### src/rtl/core/bcd_pkg.sv
// Shared types and constants of the button click event detector.
// Depends on nothing; every other file of the block depends on it.
`default_nettype none

package bcd_pkg;

  localparam int unsigned NUM_BUTTONS    = 8;
  localparam int unsigned BTN_IDX_W      = $clog2(NUM_BUTTONS);
  localparam int unsigned TICK_WIDTH_DEF = 16;
  localparam int unsigned EV_W           = 3;
  localparam int unsigned CFG_IDX_W      = 3;
  localparam int unsigned CFG_DATA_W     = 16;
  localparam int unsigned LIMIT_W        = 16;

  // Event codes as they appear on the result word.
  typedef enum logic [EV_W-1:0] {
    EV_DOWN       = 3'd0,
    EV_UP         = 3'd1,
    EV_REPEAT     = 3'd2,
    EV_SINGLE     = 3'd3,
    EV_DOUBLE     = 3'd4,
    EV_LONG_START = 3'd5,
    EV_LONG_HOLD  = 3'd6,
    EV_NONE       = 3'd7
  } ev_e;

  // Configuration register indexes.
  typedef enum logic [CFG_IDX_W-1:0] {
    REG_TICK_DIVIDER = 3'd0,
    REG_DEBOUNCE     = 3'd1,
    REG_CLICK_GAP    = 3'd2,
    REG_LONG_PRESS   = 3'd3,
    REG_ACTIVE_MASK  = 3'd4,
    REG_ENABLE_MASK  = 3'd5
  } reg_idx_e;

  // Per-button control entry; the hold counter lives in a memory of its own.
  typedef struct packed {
    logic [2:0] fsm;
    logic [7:0] deb_cnt;
    logic       stable;
    logic [3:0] rep_cnt;
    ev_e        ev;
  } bcd_ctl_t;

  localparam bcd_ctl_t CTL_RESET = '{
    fsm: 3'd0, deb_cnt: 8'd0, stable: 1'b0, rep_cnt: 4'd0, ev: EV_NONE
  };

  // Timing limits that the per-button step needs.
  typedef struct packed {
    logic [7:0]         deb_limit;
    logic [LIMIT_W-1:0] gap_limit;
    logic [LIMIT_W-1:0] press_limit;
  } bcd_cfg_t;

  // Outcome of one button visit.
  typedef struct packed {
    logic raised;
    ev_e  raised_event;
    ev_e  current_event;
  } bcd_res_t;

endpackage

`default_nettype wire

### src/rtl/core/bcd_intf.sv
// Channel interfaces of the button click event detector: tick input,
// result output and configuration writes. Depends on bcd_pkg.
`default_nettype none

interface bcd_in_if;
  logic                         valid;
  logic                         ready;
  logic [bcd_pkg::NUM_BUTTONS-1:0] pin_levels;

  modport source (output valid, output pin_levels, input ready);
  modport sink   (input valid, input pin_levels, output ready);
endinterface

interface bcd_out_if;
  logic                       valid;
  logic                       ready;
  logic [bcd_pkg::BTN_IDX_W-1:0] button_index;
  logic                       raised;
  logic [bcd_pkg::EV_W-1:0]   raised_event;
  logic [bcd_pkg::EV_W-1:0]   current_event;
  logic                       last;

  modport source (output valid, output button_index, output raised, output raised_event,
                  output current_event, output last, input ready);
  modport sink   (input valid, input button_index, input raised, input raised_event,
                  input current_event, input last, output ready);
endinterface

interface bcd_cfg_if;
  logic                          valid;
  logic                          ready;
  logic [bcd_pkg::CFG_IDX_W-1:0]  index;
  logic [bcd_pkg::CFG_DATA_W-1:0] data;

  modport source (output valid, output index, output data, input ready);
  modport sink   (input valid, input index, input data, output ready);
endinterface

`default_nettype wire

### src/rtl/core/bcd_visit.sv
// One step of a single button: debounce, hold counting and click state machine.
// Purely combinational; depends on bcd_pkg.
`default_nettype none

module bcd_visit #(
  parameter int unsigned TICK_WIDTH = bcd_pkg::TICK_WIDTH_DEF
) (
  input  bcd_pkg::bcd_cfg_t     cfg_i,
  input  logic                  level_i,
  input  logic                  active_i,
  input  bcd_pkg::bcd_ctl_t     ctl_i,
  input  logic [TICK_WIDTH-1:0] hold_i,
  output bcd_pkg::bcd_ctl_t     ctl_o,
  output logic [TICK_WIDTH-1:0] hold_o,
  output bcd_pkg::bcd_res_t     res_o
);
  import bcd_pkg::*;

  localparam int unsigned CMP_W = (TICK_WIDTH > LIMIT_W) ? TICK_WIDTH : LIMIT_W;

  typedef enum logic [2:0] {
    ST_IDLE   = 3'd0,
    ST_DOWN   = 3'd1,
    ST_UP     = 3'd2,
    ST_REPEAT = 3'd3,
    ST_LONG   = 3'd5
  } st_e;

  logic [TICK_WIDTH-1:0] hold_inc;
  logic [CMP_W-1:0]      hold_cmp;
  logic [CMP_W-1:0]      short_cmp;
  logic [CMP_W-1:0]      long_cmp;
  logic [7:0]            deb_inc;
  logic                  stable_new;
  logic [7:0]            deb_new;
  logic                  pressed;

  always_comb begin
    hold_inc = hold_i;
    if (ctl_i.fsm != ST_IDLE && hold_i != '1) begin
      hold_inc = hold_i + TICK_WIDTH'(1);
    end
    hold_cmp  = CMP_W'(hold_inc);
    short_cmp = CMP_W'(cfg_i.gap_limit);
    long_cmp  = CMP_W'(cfg_i.press_limit);

    // A changed level must persist for the configured number of passes.
    stable_new = ctl_i.stable;
    deb_new    = 8'd0;
    deb_inc    = (ctl_i.deb_cnt != 8'hFF) ? ctl_i.deb_cnt + 8'd1 : ctl_i.deb_cnt;
    if (level_i != ctl_i.stable) begin
      if (deb_inc >= cfg_i.deb_limit) begin
        stable_new = level_i;
      end else begin
        deb_new = deb_inc;
      end
    end
    pressed = (stable_new == active_i);

    ctl_o         = ctl_i;
    ctl_o.deb_cnt = deb_new;
    ctl_o.stable  = stable_new;
    hold_o        = hold_inc;
    res_o.raised       = 1'b0;
    res_o.raised_event = EV_DOWN;

    case (ctl_i.fsm)
      ST_IDLE: begin
        if (pressed) begin
          ctl_o.ev      = EV_DOWN;
          res_o.raised  = 1'b1;
          hold_o        = '0;
          ctl_o.rep_cnt = 4'd1;
          ctl_o.fsm     = ST_DOWN;
        end else begin
          ctl_o.ev = EV_NONE;
        end
      end
      ST_DOWN: begin
        if (!pressed) begin
          ctl_o.ev           = EV_UP;
          res_o.raised       = 1'b1;
          res_o.raised_event = EV_UP;
          hold_o             = '0;
          ctl_o.fsm          = ST_UP;
        end else if (hold_cmp > long_cmp) begin
          ctl_o.ev           = EV_LONG_START;
          res_o.raised       = 1'b1;
          res_o.raised_event = EV_LONG_START;
          ctl_o.fsm          = ST_LONG;
        end
      end
      ST_UP: begin
        if (pressed) begin
          ctl_o.ev = EV_DOWN;
          if (ctl_i.rep_cnt != 4'hF) begin
            ctl_o.rep_cnt = ctl_i.rep_cnt + 4'd1;
          end
          res_o.raised       = 1'b1;
          res_o.raised_event = EV_REPEAT;
          hold_o             = '0;
          ctl_o.fsm          = ST_REPEAT;
        end else if (hold_cmp > short_cmp) begin
          // The click gap has run out; three or more presses raise nothing.
          if (ctl_i.rep_cnt == 4'd1) begin
            ctl_o.ev           = EV_SINGLE;
            res_o.raised       = 1'b1;
            res_o.raised_event = EV_SINGLE;
          end else if (ctl_i.rep_cnt == 4'd2) begin
            ctl_o.ev           = EV_DOUBLE;
            res_o.raised       = 1'b1;
            res_o.raised_event = EV_DOUBLE;
          end
          ctl_o.fsm = ST_IDLE;
        end
      end
      ST_REPEAT: begin
        if (!pressed) begin
          ctl_o.ev           = EV_UP;
          res_o.raised       = 1'b1;
          res_o.raised_event = EV_UP;
          if (hold_cmp < short_cmp) begin
            hold_o    = '0;
            ctl_o.fsm = ST_UP;
          end else begin
            ctl_o.fsm = ST_IDLE;
          end
        end else if (hold_cmp > short_cmp) begin
          ctl_o.fsm = ST_IDLE;
        end
      end
      ST_LONG: begin
        res_o.raised = 1'b1;
        if (pressed) begin
          ctl_o.ev           = EV_LONG_HOLD;
          res_o.raised_event = EV_LONG_HOLD;
        end else begin
          ctl_o.ev           = EV_UP;
          res_o.raised_event = EV_UP;
          ctl_o.fsm          = ST_IDLE;
        end
      end
      default: begin
        ctl_o.fsm = ST_IDLE;
      end
    endcase

    res_o.current_event = ctl_o.ev;
  end

endmodule

`default_nettype wire

### src/rtl/core/button_click_event_detector.sv
// Top level of the button click event detector: tick divider, button scan
// sequencer, per-button state memories and result register. Depends on
// bcd_pkg, the channel interfaces in bcd_intf.sv and bcd_visit.
//
//  Channel  Direction  Word carried                                   Accepted when
//  in_i     sink       pin_levels                                     valid && ready
//  out_o    source     button_index, raised, raised_event,            valid && ready
//                      current_event, last
//  cfg_i    sink       index, data (six registers)                    valid && ready
//
// A raw tick that does not start a processing pass leaves the sequencer idle. A
// tick that starts a pass scans the button indexes one per cycle while results
// are not stalled, up to the last enabled button, each enabled button costing
// one memory read and one write back; a new tick waits for the last write back.
// Reset clears the entry valid bits at once, so there is no clearing pass;
// an entry never written reads as its reset value. A stalled result word holds
// the scan, and the scan resumes on the cycle the word is taken.
`default_nettype none

module button_click_event_detector #(
  parameter int unsigned TICK_WIDTH = bcd_pkg::TICK_WIDTH_DEF
) (
  input  wire        clk_i,
  input  wire        rst_ni,
  bcd_in_if.sink     in_i,
  bcd_out_if.source  out_o,
  bcd_cfg_if.sink    cfg_i
);
  import bcd_pkg::*;

  typedef enum logic {
    SEQ_IDLE,
    SEQ_SCAN
  } seq_e;

  // Configuration registers.
  logic [7:0]             tick_div_q;
  logic [7:0]             deb_ticks_q;
  logic [LIMIT_W-1:0]     gap_lim_q;
  logic [LIMIT_W-1:0]     press_lim_q;
  logic [NUM_BUTTONS-1:0] active_q;
  logic [NUM_BUTTONS-1:0] enable_q;

  // Sequencer and pipeline registers.
  seq_e                   seq_q;
  logic [7:0]             div_q;
  logic [7:0]             div_d;
  logic [BTN_IDX_W-1:0]   idx_q;
  logic [NUM_BUTTONS-1:0] pins_q;
  logic                   s1_vld_q;
  logic [BTN_IDX_W-1:0]   s1_idx_q;
  logic                   s1_last_q;

  // Result register.
  logic                   out_vld_q;
  logic [BTN_IDX_W-1:0]   out_idx_q;
  bcd_res_t               out_res_q;
  logic                   out_last_q;

  // State memories, their read registers and the entry valid bits.
  bcd_ctl_t               ctl_mem [NUM_BUTTONS];
  logic [TICK_WIDTH-1:0]  hold_mem [NUM_BUTTONS];
  logic [NUM_BUTTONS-1:0] ent_vld_q;
  bcd_ctl_t               rd_ctl_q;
  logic [TICK_WIDTH-1:0]  rd_hold_q;
  logic                   rd_vld_q;

  logic                   in_acc;
  logic                   advance;
  logic                   issue;
  logic                   cur_last;
  logic                   mem_we;
  bcd_cfg_t               vis_cfg;
  bcd_ctl_t               vis_ctl_in;
  logic [TICK_WIDTH-1:0]  vis_hold_in;
  bcd_ctl_t               vis_ctl_out;
  logic [TICK_WIDTH-1:0]  vis_hold_out;
  bcd_res_t               vis_res;

  // A new tick is only taken once the previous pass has written back its last
  // entry; this keeps reads of a pass clear of the writes of the one before.
  assign in_i.ready  = (seq_q == SEQ_IDLE) && !s1_vld_q;
  assign in_acc      = in_i.valid && in_i.ready;
  assign cfg_i.ready = 1'b1;

  // The scan moves only when the result register can take what stage one holds.
  assign advance  = !out_vld_q || out_o.ready;
  assign issue    = (seq_q == SEQ_SCAN) && advance && enable_q[idx_q];
  assign cur_last = ((enable_q >> idx_q) >> 1) == '0;
  assign mem_we   = s1_vld_q && advance;
  assign div_d    = div_q + 8'd1;

  always_ff @(posedge clk_i or negedge rst_ni) begin
    if (!rst_ni) begin
      tick_div_q  <= 8'd10;
      deb_ticks_q <= 8'd3;
      gap_lim_q   <= LIMIT_W'(30);
      press_lim_q <= LIMIT_W'(100);
      active_q    <= '0;
      enable_q    <= '0;
    end else if (cfg_i.valid) begin
      case (cfg_i.index)
        REG_TICK_DIVIDER: tick_div_q  <= cfg_i.data[7:0];
        REG_DEBOUNCE:     deb_ticks_q <= cfg_i.data[7:0];
        REG_CLICK_GAP:    gap_lim_q   <= cfg_i.data[LIMIT_W-1:0];
        REG_LONG_PRESS:   press_lim_q <= cfg_i.data[LIMIT_W-1:0];
        REG_ACTIVE_MASK:  active_q    <= cfg_i.data[NUM_BUTTONS-1:0];
        REG_ENABLE_MASK:  enable_q    <= cfg_i.data[NUM_BUTTONS-1:0];
        default: begin
        end
      endcase
    end
  end

  // Sequencer state and the registered result word.
  always_ff @(posedge clk_i or negedge rst_ni) begin
    if (!rst_ni) begin
      seq_q     <= SEQ_IDLE;
      div_q     <= 8'd0;
      idx_q     <= '0;
      s1_vld_q  <= 1'b0;
      out_vld_q <= 1'b0;
    end else begin
      case (seq_q)
        SEQ_IDLE: begin
          if (in_acc) begin
            if (div_d >= tick_div_q) begin
              div_q <= 8'd0;
              idx_q <= '0;
              // With no button enabled a pass gives no words at all.
              if (enable_q != '0) begin
                seq_q <= SEQ_SCAN;
              end
            end else begin
              div_q <= div_d;
            end
          end
        end
        SEQ_SCAN: begin
          if (advance) begin
            idx_q <= idx_q + BTN_IDX_W'(1);
            if (idx_q == BTN_IDX_W'(NUM_BUTTONS - 1) || (enable_q[idx_q] && cur_last)) begin
              seq_q <= SEQ_IDLE;
            end
          end
        end
        default: begin
          seq_q <= SEQ_IDLE;
        end
      endcase

      if (advance) begin
        s1_vld_q <= issue;
      end

      if (mem_we) begin
        out_vld_q <= 1'b1;
      end else if (out_o.ready) begin
        out_vld_q <= 1'b0;
      end
    end
  end

  // Payload registers need no reset.
  always_ff @(posedge clk_i) begin
    if (in_acc) begin
      pins_q <= in_i.pin_levels;
    end
    if (issue) begin
      s1_idx_q  <= idx_q;
      s1_last_q <= cur_last;
    end
    if (mem_we) begin
      out_idx_q  <= s1_idx_q;
      out_res_q  <= vis_res;
      out_last_q <= s1_last_q;
    end
  end

  // Read-modify-write of the per-button entries: read on issue, written back when
  // stage one hands its word to the result register.
  always_ff @(posedge clk_i) begin
    if (issue) begin
      rd_ctl_q  <= ctl_mem[idx_q];
      rd_hold_q <= hold_mem[idx_q];
    end
    if (mem_we) begin
      ctl_mem[s1_idx_q]  <= vis_ctl_out;
      hold_mem[s1_idx_q] <= vis_hold_out;
    end
  end

  always_ff @(posedge clk_i or negedge rst_ni) begin
    if (!rst_ni) begin
      ent_vld_q <= '0;
      rd_vld_q  <= 1'b0;
    end else begin
      if (issue) begin
        rd_vld_q <= ent_vld_q[idx_q];
      end
      if (mem_we) begin
        ent_vld_q[s1_idx_q] <= 1'b1;
      end
    end
  end

  assign vis_ctl_in  = rd_vld_q ? rd_ctl_q : CTL_RESET;
  assign vis_hold_in = rd_vld_q ? rd_hold_q : '0;

  assign vis_cfg.deb_limit   = deb_ticks_q;
  assign vis_cfg.gap_limit   = gap_lim_q;
  assign vis_cfg.press_limit = press_lim_q;

  bcd_visit #(
    .TICK_WIDTH (TICK_WIDTH)
  ) u_visit (
    .cfg_i    (vis_cfg),
    .level_i  (pins_q[s1_idx_q]),
    .active_i (active_q[s1_idx_q]),
    .ctl_i    (vis_ctl_in),
    .hold_i   (vis_hold_in),
    .ctl_o    (vis_ctl_out),
    .hold_o   (vis_hold_out),
    .res_o    (vis_res)
  );

  assign out_o.valid         = out_vld_q;
  assign out_o.button_index  = out_idx_q;
  assign out_o.raised        = out_res_q.raised;
  assign out_o.raised_event  = out_res_q.raised_event;
  assign out_o.current_event = out_res_q.current_event;
  assign out_o.last          = out_last_q;

  // Only enabled buttons are ever written back.
  a_we_enabled : assert property (@(posedge clk_i) disable iff (!rst_ni)
    mem_we |-> enable_q[s1_idx_q])
    else $error("write back of a disabled button");

  // Once the scan has finished, whatever stage one still holds ends the pass.
  a_idle_last : assert property (@(posedge clk_i) disable iff (!rst_ni)
    (seq_q == SEQ_IDLE && s1_vld_q) |-> s1_last_q)
    else $error("pass ended without a final word in flight");

  // A stalled stage one keeps its button.
  a_s1_hold : assert property (@(posedge clk_i) disable iff (!rst_ni)
    (s1_vld_q && !advance) |=> (s1_vld_q && $stable(s1_idx_q)))
    else $error("stage one lost its entry while stalled");

endmodule

`default_nettype wire

### src/flat_wrapper.sv
// flat-port wrapper written by rule: the top's interface ports become plain ports
module button_click_event_detector_flat import bcd_pkg::*;
#(
  parameter int unsigned TICK_WIDTH = bcd_pkg::TICK_WIDTH_DEF
)
  (clk_i, rst_ni, in_i_valid, in_i_pin_levels, in_i_ready, out_o_valid, out_o_button_index, out_o_raised, out_o_raised_event, out_o_current_event, out_o_last, out_o_ready, cfg_i_valid, cfg_i_index, cfg_i_data, cfg_i_ready);
  bcd_in_if in_i_i ();
  bcd_out_if out_o_i ();
  bcd_cfg_if cfg_i_i ();
  input  wire clk_i;
  input  wire rst_ni;
  input wire logic [$bits(in_i_i.valid)-1:0] in_i_valid;
  input wire logic [$bits(in_i_i.pin_levels)-1:0] in_i_pin_levels;
  output wire logic [$bits(in_i_i.ready)-1:0] in_i_ready;
  output wire logic [$bits(out_o_i.valid)-1:0] out_o_valid;
  output wire logic [$bits(out_o_i.button_index)-1:0] out_o_button_index;
  output wire logic [$bits(out_o_i.raised)-1:0] out_o_raised;
  output wire logic [$bits(out_o_i.raised_event)-1:0] out_o_raised_event;
  output wire logic [$bits(out_o_i.current_event)-1:0] out_o_current_event;
  output wire logic [$bits(out_o_i.last)-1:0] out_o_last;
  input wire logic [$bits(out_o_i.ready)-1:0] out_o_ready;
  input wire logic [$bits(cfg_i_i.valid)-1:0] cfg_i_valid;
  input wire logic [$bits(cfg_i_i.index)-1:0] cfg_i_index;
  input wire logic [$bits(cfg_i_i.data)-1:0] cfg_i_data;
  output wire logic [$bits(cfg_i_i.ready)-1:0] cfg_i_ready;
  assign in_i_i.valid = in_i_valid;
  assign in_i_i.pin_levels = in_i_pin_levels;
  assign in_i_ready = in_i_i.ready;
  assign out_o_valid = out_o_i.valid;
  assign out_o_button_index = out_o_i.button_index;
  assign out_o_raised = out_o_i.raised;
  assign out_o_raised_event = out_o_i.raised_event;
  assign out_o_current_event = out_o_i.current_event;
  assign out_o_last = out_o_i.last;
  assign out_o_i.ready = out_o_ready;
  assign cfg_i_i.valid = cfg_i_valid;
  assign cfg_i_i.index = cfg_i_index;
  assign cfg_i_i.data = cfg_i_data;
  assign cfg_i_ready = cfg_i_i.ready;
  button_click_event_detector #(.TICK_WIDTH(TICK_WIDTH)) u_core (.clk_i(clk_i), .rst_ni(rst_ni), .in_i(in_i_i), .out_o(out_o_i), .cfg_i(cfg_i_i));
endmodule
### config.mk
export PLATFORM = sky130hd
export DESIGN_NAME = button_click_event_detector_flat
export DESIGN_NICKNAME = d
export VERILOG_FILES = /design/src/rtl/core/bcd_pkg.sv /design/src/rtl/core/bcd_intf.sv /design/src/rtl/core/bcd_visit.sv /design/src/rtl/core/button_click_event_detector.sv /design/src/flat_wrapper.sv
export SDC_FILE = /design/constraint.sdc
export NUM_CORES = 1
export LEC_CHECK = 0
export ABC_AREA = 0
export BUFFER_PORTS_ARGS = -buffer_cell sky130_fd_sc_hd__buf_2
export CAP_MARGIN = 20
export CORE_MARGIN = 2
export CORE_UTILIZATION = 26
export CTS_CLUSTER_SIZE = 12
export DETAILED_ROUTE_END_ITERATION = 12
export PLACE_DENSITY = 0.52
export SLEW_MARGIN = 5
export SYNTH_ARGS = -nofsm -noshare
export SYNTH_HDL_FRONTEND = slang
export SYNTH_SLANG_ARGS = --single-unit
### constraint.sdc
create_clock -name clk_i -period 6.8 [get_ports clk_i]
set_input_delay 1.02 -clock clk_i [delete_from_list [all_inputs] [get_ports clk_i]]
set_output_delay 1.02 -clock clk_i [all_outputs]
set_load 0.01 [all_outputs]
Word level (Yosys, flattened, before mapping) --
Memories as Yosys holds them, arrays and structs flattened. A register that Yosys moved wholly into a read port is not among the register bits. Index checks and enable logic that the tools add are counted.
Cells by class: equal/unequal tests 20, bitwise logic cells 2, order comparisons 8, shifts and indexed selects 1, add/sub/neg operators 5, reductions and logical operators 27, muxes and demuxes 71
Operators by type and width (number):
- 2-to-1 mux 16 bit | 6
- 2-to-1 mux 3 bit | 19
- one-hot mux 16 bit (3 select lines) | 1
- 2-to-1 mux 4 bit | 10
- > comparator 16 bit | 2
- 2-to-1 mux 8 bit | 4
- one-hot mux 3 bit (5 select lines) | 2
- 2-to-1 mux 19 bit | 1
- 2-to-1 mux 1 bit | 17
- adder 16 x 1 -> 16 bit (second input constant) | 1
- adder 8 x 1 -> 8 bit (second input constant) | 2
- greater-or-equal comparator 8 bit | 2
- < comparator 16 bit | 1
- inequality test 16 bit (second input constant) | 1
- AND reduction 2 bit | 7
- binary-select mux 1 bit (select 3 bit) | 4
- equality test 3 x 2 -> 1 bit (second input constant) | 4
- equality test 3 bit (second input constant) | 4
- one-hot mux 3 bit (4 select lines) | 1
- logical AND 1 bit | 8
- logical NOT 8 bit | 1
- < comparator 3 x 4 -> 1 bit (second input constant) | 2
- inequality test 8 bit (second input constant) | 1
- OR 8 bit | 1
- other kinds (27) | 32
Storage, ports and cells: word-level logic and storage cells 157, output and inout port bits 14, RAM bits 280, register bits 110, bits of input ports 32, memories 2
Memory list:
- u_core.ctl_mem | words 8, width 19, read ports 1, clocked after Yosys merged registers in 1, write ports 1, line button_click_event_detector.sv:61 | bcd_ctl_t ctl_mem [NUM_BUTTONS];
- u_core.hold_mem | words 8, width 16, read ports 1, clocked after Yosys merged registers in 1, write ports 1, line button_click_event_detector.sv:62 | logic [TICK_WIDTH-1:0] hold_mem [NUM_BUTTONS];

Logic depth before layout (Yosys ltp) --
depth after elaboration 9, gate-level depth with buffers 21, depth with buffers taken out 17

By module --
A second synthesis with hierarchy kept.
Second synthesis, totals: cells, all modules 1179, area total of the unflattened synthesis 18851.8 sq um
By module, submodules not included:
- button_click_event_detector | instances 1, sequential area each 12340.6 sq um, area each 16499.6 sq um, cells each 824
- bcd_visit | instances 1, sequential area each 0.0 sq um, area each 2352.3 sq um, cells each 355

Worst setup path before layout --
Ideal clock, no wire load.
kind register to register, start register u_core.rd_vld_q, end memory u_core.ctl_mem[0][3] in the netlist's numbering (data pin), arrival 4.646 ns, clock period less this slack 5.003 ns, cell stages (with the launch flop) 20, setup time 0.357 ns, setup slack 1.797 ns, path buffers 4, data required time 6.443 ns, path through dfrtp_1 clkbuf_1 clkbuf_1 clkbuf_1 and2_1 ha_1 nand3_1 nor2_1 nand3_1 nand4_1 xor2_1 nor2_1 ha_1 nand2_1 nor3_1 a21oi_1 mux2i_4 or2_1 buf_2 a2111oi_0
RTL lines:
- start: declaration | line button_click_event_detector.sv:66 | logic rd_vld_q;
- start signal: assignment | line button_click_event_detector.sv:199 | rd_vld_q <= ent_vld_q[idx_q];
- end: declaration | line button_click_event_detector.sv:61

==> impl_metrics.prom <==
# TYPE chip_impl_metric gauge
chip_impl_info{name="result_of_the_run",value="finished clean"} 1
chip_impl_metric{name="totalPowerFinal",unit="mW"} 9.43
chip_impl_metric{name="critPathMaxFanout",unit=""} 28
chip_impl_metric{name="post-cts-setup-buffer-count",unit=""} 0
chip_impl_metric{name="data_arrival_time_of_the_worst_path",unit="ns"} 5.76
chip_impl_metric{name="hold_viol",unit=""} 0
chip_impl_metric{name="vias_per_cell",unit=""} 4.58
chip_impl_metric{name="row_count",unit=""} 98
chip_impl_info{name="post-synth-top-count-cell",value="sky130_fd_sc_hd__edfxtp_1"} 1
chip_impl_metric{name="cts_resized",unit=""} 0
chip_impl_metric{name="dr_total_vias",unit=""} 10200
chip_impl_metric{name="synth-edff-count",unit=""} 338
chip_impl_metric{name="detailed_place_hpwl",unit="mm"} 26.7
chip_impl_metric{name="ys_types",unit=""} 69
chip_impl_metric{name="diodes",unit=""} 0
chip_impl_metric{name="grt_max_degree",unit=""} 60
chip_impl_metric{name="insertion_delay",unit="ns"} 0.57
chip_impl_metric{name="netlist.area_leader.share",unit=""} 0.545
chip_impl_metric{name="setup-violations-final",unit=""} 0
chip_impl_metric{name="drive_gt1_frac",unit=""} 0.255
chip_impl_metric{name="die-area",unit="µm²"} 73800
chip_impl_metric{name="achievable_clock_frequency",unit="MHz"} 182
chip_impl_info{name="ys.flop_type",value="sky130_fd_sc_hd__edfxtp_1"} 1
chip_impl_metric{name="synth_fp_nets",unit=""} 1264
chip_impl_metric{name="cts.hold.buffers_added",unit=""} 0
chip_impl_info{name="critPathLaunchType",value="register"} 1
chip_impl_metric{name="fillerInstances",unit=""} 7042
chip_impl_metric{name="grt_remaining_overflow",unit=""} 0
chip_impl_metric{name="drtAntennaViolNets",unit=""} 0
chip_impl_metric{name="drv.max_cap_violation_count",unit=""} 0
chip_impl_metric{name="finClkSkew",unit="ns"} 0.0130
chip_impl_metric{name="total_switching_power",unit="mW"} 3.19
chip_impl_metric{name="sum_of_routed_wire_length_over_all_layers",unit="mm"} 43.2
chip_impl_metric{name="grt_pass1_vias",unit=""} 10600
chip_impl_metric{name="grt_pass1_wl",unit="mm"} 66.0
chip_impl_info{name="post_synth_most_frequent_cells",value="sky130_fd_sc_hd__edfxtp_1, sky130_fd_sc_hd__nand2_1, sky130_fd_sc_hd__mux4_2"} 1
chip_impl_metric{name="clock_tree.htree_level_count",unit=""} 2
chip_impl_metric{name="post_synth_instance_area",unit="µm²"} 18600
chip_impl_metric{name="share_seq_of_total_power",unit=""} 0.431
chip_impl_metric{name="cts-root-to-sink-buffers",unit=""} 3
chip_impl_metric{name="final_critical_path_required_period",unit="ns"} 5.50
chip_impl_metric{name="finalMaxSlewViolations",unit=""} 0
chip_impl_metric{name="core_region_area",unit="µm²"} 71200
chip_impl_metric{name="syn_area_per_cell",unit="µm²"} 15.8
chip_impl_info{name="buffer_type_at_the_clock_tree_root",value="sky130_fd_sc_hd__clkbuf_16"} 1
chip_impl_metric{name="fp.dieW",unit="µm"} 272
chip_impl_metric{name="worst_setup_hold_path_clk_slew",unit="ns"} 0.06
chip_impl_info{name="tritoncts",value="yes"} 1
chip_impl_metric{name="power_frac_comb",unit=""} 0.328
chip_impl_info{name="synthTopCellsByArea",value="sky130_fd_sc_hd__edfxtp_1, sky130_fd_sc_hd__dfrtp_1, sky130_fd_sc_hd__mux4_2"} 1
chip_impl_info{name="hold_class",value="in -> async"} 1
chip_impl_metric{name="cell_area_after_placement",unit="µm²"} 20100
chip_impl_info{name="synth_area_leader_cell",value="sky130_fd_sc_hd__edfxtp_1"} 1
chip_impl_metric{name="final_nets",unit=""} 1330
chip_impl_metric{name="tightest_slew",unit="ns"} 0.924
chip_impl_metric{name="power_density",unit="nW/µm²"} 440
chip_impl_metric{name="worst_ep_required_time",unit="ns"} 7.06
chip_impl_metric{name="io-pin-count",unit=""} 46
chip_impl_metric{name="power.leakage",unit="nW"} 7.39
chip_impl_metric{name="synth.ff_latch_count",unit=""} 425
chip_impl_metric{name="syn_to_final_growth",unit="%"} 14.9
chip_impl_metric{name="final_util",unit=""} 0.301
chip_impl_info{name="setup_repair_after_global_routing_missed_its_margin",value="false"} 1
chip_impl_metric{name="gp_routability_congestion",unit=""} 0.847
chip_impl_metric{name="wl_per_cell",unit="µm"} 19.5
chip_impl_metric{name="maxSlewHeadroom",unit=""} 0.381
chip_impl_metric{name="initialDrtViolationCount",unit=""} 747
chip_impl_metric{name="swShare",unit=""} 0.339
chip_impl_metric{name="asyncSetResetFlopFracSynth",unit=""} 0.205
chip_impl_metric{name="synth.yosys.seq_area_share",unit=""} 0.662
chip_impl_metric{name="pwr-share-clk",unit=""} 0.241
chip_impl_info{name="timing.setup.critical_path_class",value="reg -> reg"} 1
chip_impl_metric{name="internal-power",unit="mW"} 6.24
chip_impl_metric{name="grtUsageTotal",unit=""} 0.118
chip_impl_metric{name="postLayoutCellArea",unit="µm²"} 21400
chip_impl_metric{name="power.ir.vdd_worst",unit="V"} 0.000233
chip_impl_metric{name="cts.sink_count",unit=""} 425
chip_impl_metric{name="drc",unit=""} 0
chip_impl_metric{name="io_buffers",unit=""} 44
chip_impl_metric{name="start_util",unit=""} 0.262
chip_impl_metric{name="synthesis.instances",unit=""} 1176
chip_impl_info{name="worstSetupEndpointType",value="register"} 1
chip_impl_metric{name="die_h",unit="µm"} 272
chip_impl_metric{name="finalSetupTns",unit="ns"} 0
chip_impl_metric{name="grt_antenna_before_repair",unit=""} 0
chip_impl_metric{name="yosysWarnings",unit=""} 0
chip_impl_metric{name="firstDrtPassIters",unit=""} 6
chip_impl_metric{name="timing.final.crit_share",unit=""} 0.809
chip_impl_metric{name="tritoncts.num_buffers",unit=""} 45
[flip-flops by register name (all words and copies together) (netlist names), 8 cells and up]
signal and cells:
u_core.enable_q 8, u_core.ent_vld_q 8, u_core.rd_hold_q 16, u_core.tick_div_q 8, u_core.hold_mem 128, u_core.pins_q 8, u_core.gap_lim_q 16, u_core.div_q 8
u_core.press_lim_q 16, u_core.ctl_mem 152, u_core.rd_ctl_q 19, u_core.active_q 8, u_core.deb_ticks_q 8
[final timing paths]
check / start / end / slack (ns) / cells after the start
setup / recovery: u_core.rd_vld_q / u_core.ctl_mem[4][1] / 1.30 / 14
hold / removal: rst_ni / u_core.gap_lim_q[8] / 0.38 / 1
setup reg to reg: u_core.rd_vld_q / u_core.ctl_mem[4][1] / 1.30 / 14
hold reg to reg: u_core.s1_last_q / u_core.out_o.last / 0.44 / 0
max in group asynchronous: rst_ni / u_core.idx_q[0] / 5.21 / 2
min in group clk_i: u_core.s1_last_q / u_core.out_o.last / 0.44 / 0
[layout make-up]
cell class              count  area [µm²]  area share
clock inverters            14         133     0.00619
repair buffers             65         385      0.0180
clock buffers              60        1190      0.0557
multi-input cells         645        5940       0.278
flip-flops and latches    425       12300       0.577
inverters                  60         225      0.0105
well taps                 950        1190      0.0555
[critical path, cell delays in order (launching register included)]
cell	delay, ns
sky130_fd_sc_hd__dfrtp_1	0.60
sky130_fd_sc_hd__buf_4	0.37
sky130_fd_sc_hd__o21ai_0	0.22
sky130_fd_sc_hd__a41oi_2	0.34
sky130_fd_sc_hd__nand4_1	0.28
sky130_fd_sc_hd__nor4_1	0.36
sky130_fd_sc_hd__xnor2_1	0.21
sky130_fd_sc_hd__nor2_1	0.10
sky130_fd_sc_hd__ha_1	0.32
sky130_fd_sc_hd__nand4_1	0.16
sky130_fd_sc_hd__a2111o_1	0.44
sky130_fd_sc_hd__a31oi_1	0.76
sky130_fd_sc_hd__a31oi_1	0.18
sky130_fd_sc_hd__o31a_1	0.27
sky130_fd_sc_hd__o221ai_1	0.57
[cells by family after synthesis]
group                    synth area share
multiplexers                        0.145
other                            0.000201
adder cells (fa/ha/maj)            0.0376
flip-flops                          0.662
XOR/XNOR                           0.0122
AO/OA/AOI/OAI                      0.0487
buffers and inverters              0.0226
AND/OR/NAND/NOR                    0.0716
[power by group through the flow]
stage               combinational [mW]  clock (mW)  sequential [mW]
finish                            3.09        2.27             4.07
global route                      3.43        2.44             4.13
CTS                               3.14        2.35             4.08
detailed placement                3.12           0             4.13
global placement                  3.06           0             4.12
floorplan                         2.33           0             3.90
[per-layer routing]
layer | part of all wire | track usage | up-vias
met5 | 0 | 0 | -
met3 | 0.048 | 0.0236 | 63
met1 | 0.46 | 0.159 | 5215
met2 | 0.47 | 0.193 | 235
met4 | 0.021 | 0.0330 | 0
li1 | - | - | 4657
[stage by stage]
| step | std cells | hold slack (ns) | setup WS, ns |
|---|---|---|---|
| after floorplan | 1176 | 0.400 | 1.80 |
| after global placement | 2143 | 0.443 | 1.44 |
| after detailed placement | 2143 | 0.444 | 1.37 |
| after CTS | 2217 | 0.362 | 1.33 |
| after global routing | 2219 | 0.379 | 0.891 |
| final | 2219 | 0.377 | 1.30 |
[cell usage in the layout, fill, tap and decap left out, drive strengths merged, types with 28 or more instances in the layout]
cell	n
a21oi	28
buf	64
clkbuf	61
dfrtp	76
edfxtp	338
ha	56
inv	61
mux2	75
mux4	78
nand2	84
nor2	44
o21ai	55
No activity file was read; power rests on OpenSTA's default activity.
